## config.mk

```make
export PLATFORM = sky130hd
export DESIGN_NAME = blam_div
export DESIGN_NICKNAME = d
export VERILOG_FILES = /design/src/hdl/blam_pkg.sv /design/src/hdl/blam_div.sv
export SDC_FILE = /design/constraint.sdc
export NUM_CORES = 2
export LEC_CHECK = 0
export BUFFER_PORTS_ARGS = -buffer_cell sky130_fd_sc_hd__buf_2
export CAP_MARGIN = 40
export CORE_UTILIZATION = 60
export DETAILED_ROUTE_END_ITERATION = 16
export PLACE_DENSITY = 0.78
export SLEW_MARGIN = 40
export SYNTH_ARGS = -nofsm -noshare
export SYNTH_HDL_FRONTEND = slang
export SYNTH_MEMORY_MAX_BITS = 65536
export SYNTH_SLANG_ARGS = --single-unit
export TNS_END_PERCENT = 10
```

## constraint.sdc

```tcl
create_clock -name i_clk -period 3.1 [get_ports i_clk]
set_clock_uncertainty 0.2 [all_clocks]
set_input_delay 0.62 -clock i_clk [delete_from_list [all_inputs] [get_ports i_clk]]
set_output_delay 0.62 -clock i_clk [all_outputs]
set_load 0.02 [all_outputs]
```

## src/hdl/blam_pkg.sv

```systemverilog
// ----------------------------------------------------------------------------
// blam_pkg
// Types and constants shared by the blocked layout address map.
// ----------------------------------------------------------------------------
package blam_pkg;

    localparam int unsigned MAX_DIM   = 65536;
    localparam int unsigned MAX_BLOCK = 1024;

    localparam int unsigned SIZE_W  = 17;
    localparam int unsigned BLK_W   = 11;
    localparam int unsigned COORD_W = 16;
    localparam int unsigned ELEM_W  = 16;
    localparam int unsigned IDX_W   = 32;
    localparam int unsigned OP_W    = 3;
    localparam int unsigned CIDX_W  = 3;
    localparam int unsigned LANES   = 4;
    localparam int unsigned PROD_W  = 2 * BLK_W;

    typedef enum logic [OP_W-1:0] {
        OP_PACKA_MOUTER = 3'd0,
        OP_PACKA_KOUTER = 3'd1,
        OP_RESHUF_A     = 3'd2,
        OP_PACK_B       = 3'd3,
        OP_PACK_C       = 3'd4,
        OP_UNPACK_C     = 3'd5
    } t_op;

    typedef enum logic [CIDX_W-1:0] {
        CFG_SIZE_M  = 3'd0,
        CFG_SIZE_N  = 3'd1,
        CFG_SIZE_K  = 3'd2,
        CFG_BLOCK_M = 3'd3,
        CFG_BLOCK_N = 3'd4,
        CFG_BLOCK_K = 3'd5
    } t_cfg_idx;

    typedef struct packed {
        logic [OP_W-1:0]    op;
        logic [COORD_W-1:0] row;
        logic [COORD_W-1:0] col;
        logic [ELEM_W-1:0]  elem;
        logic               bad;
    } t_item;

    typedef struct packed {
        logic [SIZE_W-1:0] num;
        logic [BLK_W-1:0]  dvs;
        logic [BLK_W-1:0]  rem;
        logic [SIZE_W-1:0] quo;
    } t_lane;

endpackage

```

## src/hdl/blam_div.sv

```systemverilog
// ----------------------------------------------------------------------------
// blam_div
// Restoring divider pipeline, one quotient bit per stage, four lanes.
// ----------------------------------------------------------------------------
module blam_div import blam_pkg::*; (
    input  logic                   i_clk,
    input  logic                   i_rst_n,
    input  logic                   i_valid,
    input  t_item                  i_item,
    input  t_lane [LANES-1:0]      i_lane,
    output logic                   o_valid,
    output t_item                  o_item,
    output t_lane [LANES-1:0]      o_lane
);

    localparam int unsigned STAGES = SIZE_W;

    logic [STAGES-1:0]   r_vld;
    t_item               r_item [STAGES];
    t_lane [LANES-1:0]   r_lane [STAGES];
    t_lane [LANES-1:0]   n_lane [STAGES];

    function automatic t_lane div_step(t_lane l);
        logic [BLK_W:0] t;
        t_lane          o;
        o     = l;
        t     = {l.rem, l.num[SIZE_W-1]};
        o.num = {l.num[SIZE_W-2:0], 1'b0};
        if (t >= {1'b0, l.dvs}) begin
            o.rem = BLK_W'(t - {1'b0, l.dvs});
            o.quo = {l.quo[SIZE_W-2:0], 1'b1};
        end else begin
            o.rem = t[BLK_W-1:0];
            o.quo = {l.quo[SIZE_W-2:0], 1'b0};
        end
        return o;
    endfunction

    always_comb begin
        for (int s = 0; s < STAGES; s++) begin
            for (int l = 0; l < LANES; l++) begin
                if (s == 0) begin
                    n_lane[s][l] = div_step(i_lane[l]);
                end else begin
                    n_lane[s][l] = div_step(r_lane[s-1][l]);
                end
            end
        end
    end

    always_ff @(posedge i_clk) begin
        if (!i_rst_n) begin
            r_vld <= '0;
        end else begin
            r_vld <= {r_vld[STAGES-2:0], i_valid};
        end
    end

    always_ff @(posedge i_clk) begin
        r_item[0] <= i_item;
        for (int s = 1; s < STAGES; s++) begin
            r_item[s] <= r_item[s-1];
        end
        for (int s = 0; s < STAGES; s++) begin
            r_lane[s] <= n_lane[s];
        end
    end

    assign o_valid = r_vld[STAGES-1];
    assign o_item  = r_item[STAGES-1];
    assign o_lane  = r_lane[STAGES-1];

endmodule

```

==> Word-level counts from Yosys, hierarchy flattened <==
Memories as Yosys holds them, arrays and structs flattened.
Index checks and enable logic that the tools add are counted.
{ "word_totals": {"ramBits": 4624, "register_bits": 17, "memories": 2, "output_inout_bits": 277, "elab_cells": 207, "inputBits": 279} }
{ "op_classes": {"addsub": 68, "order_cmp": 68, "n_mux": 68} }
{ "memory_table": {"columns": ["memory", "depth", "width", "read_ports", "rd_clocked_by_memory_dff", "wr", "line_no", "rtl"], "rows": [
  ["r_lane", 17, 220, 17, 0, 17, "blam_div.sv:20", "t_lane [LANES-1:0] r_lane [STAGES];"],
  ["r_item", 17, 52, 17, 0, 17, "blam_div.sv:19", "t_item r_item [STAGES];"]
]} }
{ "ops": {"columns": ["operator", "n"], "rows": [
  ["$mux 28", 68],
  ["$ge 12x11->1", 68],
  ["$sub 11x11->11", 68]
]} }

==> Logic depth before layout (Yosys ltp) <==
An unclocked memory read counts as a cell.
{ "logic_depth": {"depth_word": 3, "depth_mapped": 10, "ltp_nobuf": 10} }

==> Least setup slack after synthesis <==
No wires, ideal clock.
{ "synth_path": {"path_type": "input-to-reg", "from": "in i_lane[223] (netlist bit)", "to": "mem r_lane[0][185] (netlist bit)", "setup_time_ps": 121, "cell_stages": 10, "path_slack_ps": 372, "arrival_ps": 2408, "required_time_ps": 2779, "path_buffers": 1, "path_cell_list": "inv_1 ha_1 fa_1 nor2b_1 o21ai_1 nand3_1 a21oi_1 o221ai_1 buf_4 mux2_2"} }
{ "synth_rtl": {"columns": ["item", "line_no", "rtl"], "rows": [
  ["start: declaration", "blam_div.sv:10", "input t_lane [LANES-1:0] i_lane,"],
  ["end: declaration", "blam_div.sv:20", null]
]} }

==> results.txt <==
The run finished, with violations left. The final reports fail on design-rule violations, negative setup slack. The count of buffering cells on the critical path with inverters included is 4.

The count of antenna-violating nets left after detailed routing is 0. The startpoint of the worst-slack reg-to-reg timing path is r_lane[0][384]. The cell count after synthesis came out at 10320. After layout, the worst path uses 100.7% of the clock period. TritonCTS built the clock tree. The area growth from synthesis to layout came out at 14.72%. Summing all flip-flop and latch instances after layout gives 0.07113 mm2.

The total of endpoints with negative setup slack in the final report came out at 2. The worst setup path is captured at a flip-flop. The effective utilization at floorplan is 60.47%. The vias after detailed routing is 72440. The slack of the critical path is -21.61 ps. The first-pass GRT wire length came out at 357300 um.

The depth of the worst register-to-register path is 10. The final number of hold-violating endpoints came out at 0. The net count reported at finish is 12200. The highest cell delay on the worst timing path came out at 560 ps. In this run the count of I/O pins placed on the die edge is 556. The number of DRC markers after the initial detailed-route iteration came out at 3619. The die is 451.1 um wide. The required time reported for the critical path endpoint came out at 3720 ps. The full die area came out at 0.2034 mm2. The Yosys warning count is 0. Cells with a size suffix above 1 make up 14.30% of the layout. The kind of critical path is in2reg. Buffers inserted during clock tree synthesis total 347.

The clock slew seen by the registers of the worst setup and hold paths came out at 60 ps. The most used flip-flop cell after synthesis is dfxtp_1. The transition time at the pin with the least slew margin came out at 842.2 ps. The fraction of registers with async set or reset after synthesis is 0%.

For the worst setup path, the data arrival time is 3740 ps. The core region is 0.2001 mm2. Across all register-to-register paths, the minimum setup slack is 140 ps. The all-layer global routing usage is 21.14%. The number of buffers added on ports is 419.

The largest net degree at the start of global routing is 18. STA classifies the critical path startpoint as an input pin. Counting distinct cell types in the post-synthesis netlist gives 73. The number of antenna violations at the first check in global routing is 7. The area fraction of the dominant cell type after synthesis came out at 58.79%. Using the TritonRoute via totals, the vias-per-cell ratio works out to 5.168. The register area share after synthesis is 58.79%.

The number of detailed-routing iterations run before antenna repair is 14. The final period demand of the worst path came out at 3122 ps. The area of combinational cells with multiple inputs came out at 0.04369 mm2. The summed negative setup slack over all endpoints came out at -27.66 ps. The total wire length came out at 220100 um. After layout, the design draws a total of 156000 uW. The most frequent cell on the critical path is dlygate4sd3_1. The final weighted congestion in routability-driven placement came out at 0.9125. After filler insertion, the fill cell instance count of the layout stands at 13750.

In this run the most critical hold path is launched from r_lane[0][3363]. The synthesized design spends more area on one cell type than any other, namely dfxtp_1. The number of stages on the worst hold path is 0.

The clock latency of the later-clocked register in the worst-skew pair came out at 960 ps. The DRC violation count after routing came out at 23. In this run the cell area of the synthesized design comes to 0.1210 mm2. The sum of overflow across all layers after global routing is 0. Timing would allow up to 320.3 MHz.

The maximum vdd drop is 0.0007873 V. The routed length per instance is 15.70 um. The maximum net fanout on the critical path came out at 6. The number of buffers on the longest clock path came out at 4.

Walking the worst path, the cells encountered are dlygate4sd3_1 -> buf_2 -> ha_2 -> fa_2 -> nor2b_2 -> o21ai_2 -> a31oi_4 -> o2111ai_4 -> o211ai_4 -> buf_12 -> mux2_2 -> dlygate4sd3_1. The path class of the tightest hold or removal check is reg2reg. The slowest stage of the critical path is the dlygate4sd3_1 cell. Yosys attributes the largest share of cell area to dfxtp_1 59%, ha_1 7.7%, mux2_2 3.4%, inv_1 3.0%, a21oi_1 2.0%. The library cells used most frequently in the layout, excluding fill and tap cells, are 3553 x dfxtp_1, 976 x inv_1, 746 x ha_1. The total of max-cap violations is 0. The kind of cell adding the most delay to the critical path is buffers and inverters. The leakage component of the power is 0.06294 uW. The number of placement rows is 164. The number of enable flip-flop cells after synthesis is 0. The number of pins exceeding their max-slew limit in the final report came out at 0. Leaving out fill and tap cells, the most frequent cell in the layout is dfxtp_1. The total number of clock tree sinks came out at 3553. For hold timing, the worst endpoint is r_lane[0][3584]. The via count of the first global-routing pass came out at 73960. The power density over the cells came out at 1124 mW/mm2. The H-tree was split into 5 levels. The normalized max-slew margin came out at 43.69%. The root buffer cell chosen for the clock tree is clkbuf_16.

The total half-perimeter wirelength after legalization and detailed placement is 153300 um. The number of register bits inferred by synthesis is 3553. The post-synthesis area per instance came out at 11.73 um2. The reg-to-reg endpoint is r_lane[0][569].

The floorplan step set the die height to 451.1 um.
worst max-delay path by stage:
stage	from	endpoint	cells past startpoint
2_1_floorplan	i_lane[223]	r_lane[0][185]	10
3_3_place_gp	i_lane[55]	r_lane[0][19]	11
3_5_place_dp	i_lane[55]	r_lane[0][19]	11
4_1_cts	i_lane[28]	r_lane[0][27]	12
5_1_grt	i_lane[198]	r_lane[0][191]	12
6_report	i_lane[28]	r_lane[0][27]	12
worst reg2reg max path: cells and delay by family, from the launching register on:
family                     cells  cell delay [ps]
buffers and inverters          2              330
adders and majority gates      2              620
AOI/OAI and AO/OA              4              820
DFF                            1              300
muxes                          1              360
and+or+nand+nor                1              210
kinds of logic (layout without fill, tap and decap cells):
family	Yosys count	after routing	synth area share, %
AOI/OAI and AO/OA	1584	1584	9.024
xor gates and xnor gates	352	352	2.548
adders and majority gates	816	816	8.861
buffers and inverters	1368	2341	5.399
DFF	3553	3553	58.79
muxes	835	835	7.707
other	1	70	0.003099
and+or+nand+nor	1809	1809	7.668
report_power, final:
part,internal (uW),total [uW],switching (uW)
clock network,25400,42100,16700
registers,55800,60400,4580
logic,26100,53500,27400
through the flow:
stage	cells	instance area (um2)	setup WS, ps	hold slack, ps	utilization [%]
floorplan	10390	121200	371.7	109.6	-
global placement	13160	124500	110.8	109.5	62.23
detailed placement	13160	124500	101.6	112.1	62.24
CTS	14010	138600	41.67	12.21	69.29
global route	14020	138800	-30.98	42.51	69.38
finish	14020	138800	-21.61	84.70	69.38
per-layer routing:
metal  part of all wire (%)  global-route usage, %
met2                     51                  38.95
met4                    3.3                  8.264
met3                    3.9                  3.554
met1                     42                  24.17
met5                  0.024                      0
registers in the layout (all words and copies together), names as in the netlist:
| name | cells |
|---|---|
| r_lane | 2652 |
| r_item | 884 |
| r_vld | 17 |
cells in the mapped netlist (38+ instances only):
master	number
nand3_1	171
nand4_1	84
a21boi_0	54
nand2_1	309
nand3b_1	80
mux2_1	206
and2_1	42
or3_1	50
o21ai_1	38
nand2b_1	108
mux2_4	49
a211o_1	48
buf_4	307
inv_1	976
o311ai_0	47
fa_1	68
o21ai_0	241
ha_1	748
nor2b_1	247
a21oi_1	486
xnor2_1	262
nor2_1	494
dfxtp_1	3553
nor3_1	71
mux2_2	370
mux2i_1	210
o211ai_1	85
a21o_1	98
o21a_1	99
and3_1	46
a211oi_1	46
xor2_1	90
final cells by class:
type                    count  area share [%]
clock inverters           137           1.237
diodes                      2        0.003606
flip-flops and latches   3553           51.25
inverters                 977           2.642
clock buffers             466           7.173
repair buffers            761           3.826
well taps                2656           2.394
multi-input cells        5464           31.48
repair_timing:
item,4_1_cts,5_1_grt
hold buffers,244,0
setup buffers,0,2
endpoints found under the setup margin,0,40
gates resized for setup,0,25
hold endpoints to repair,225,0
Power figures use the tool's default switching activity.
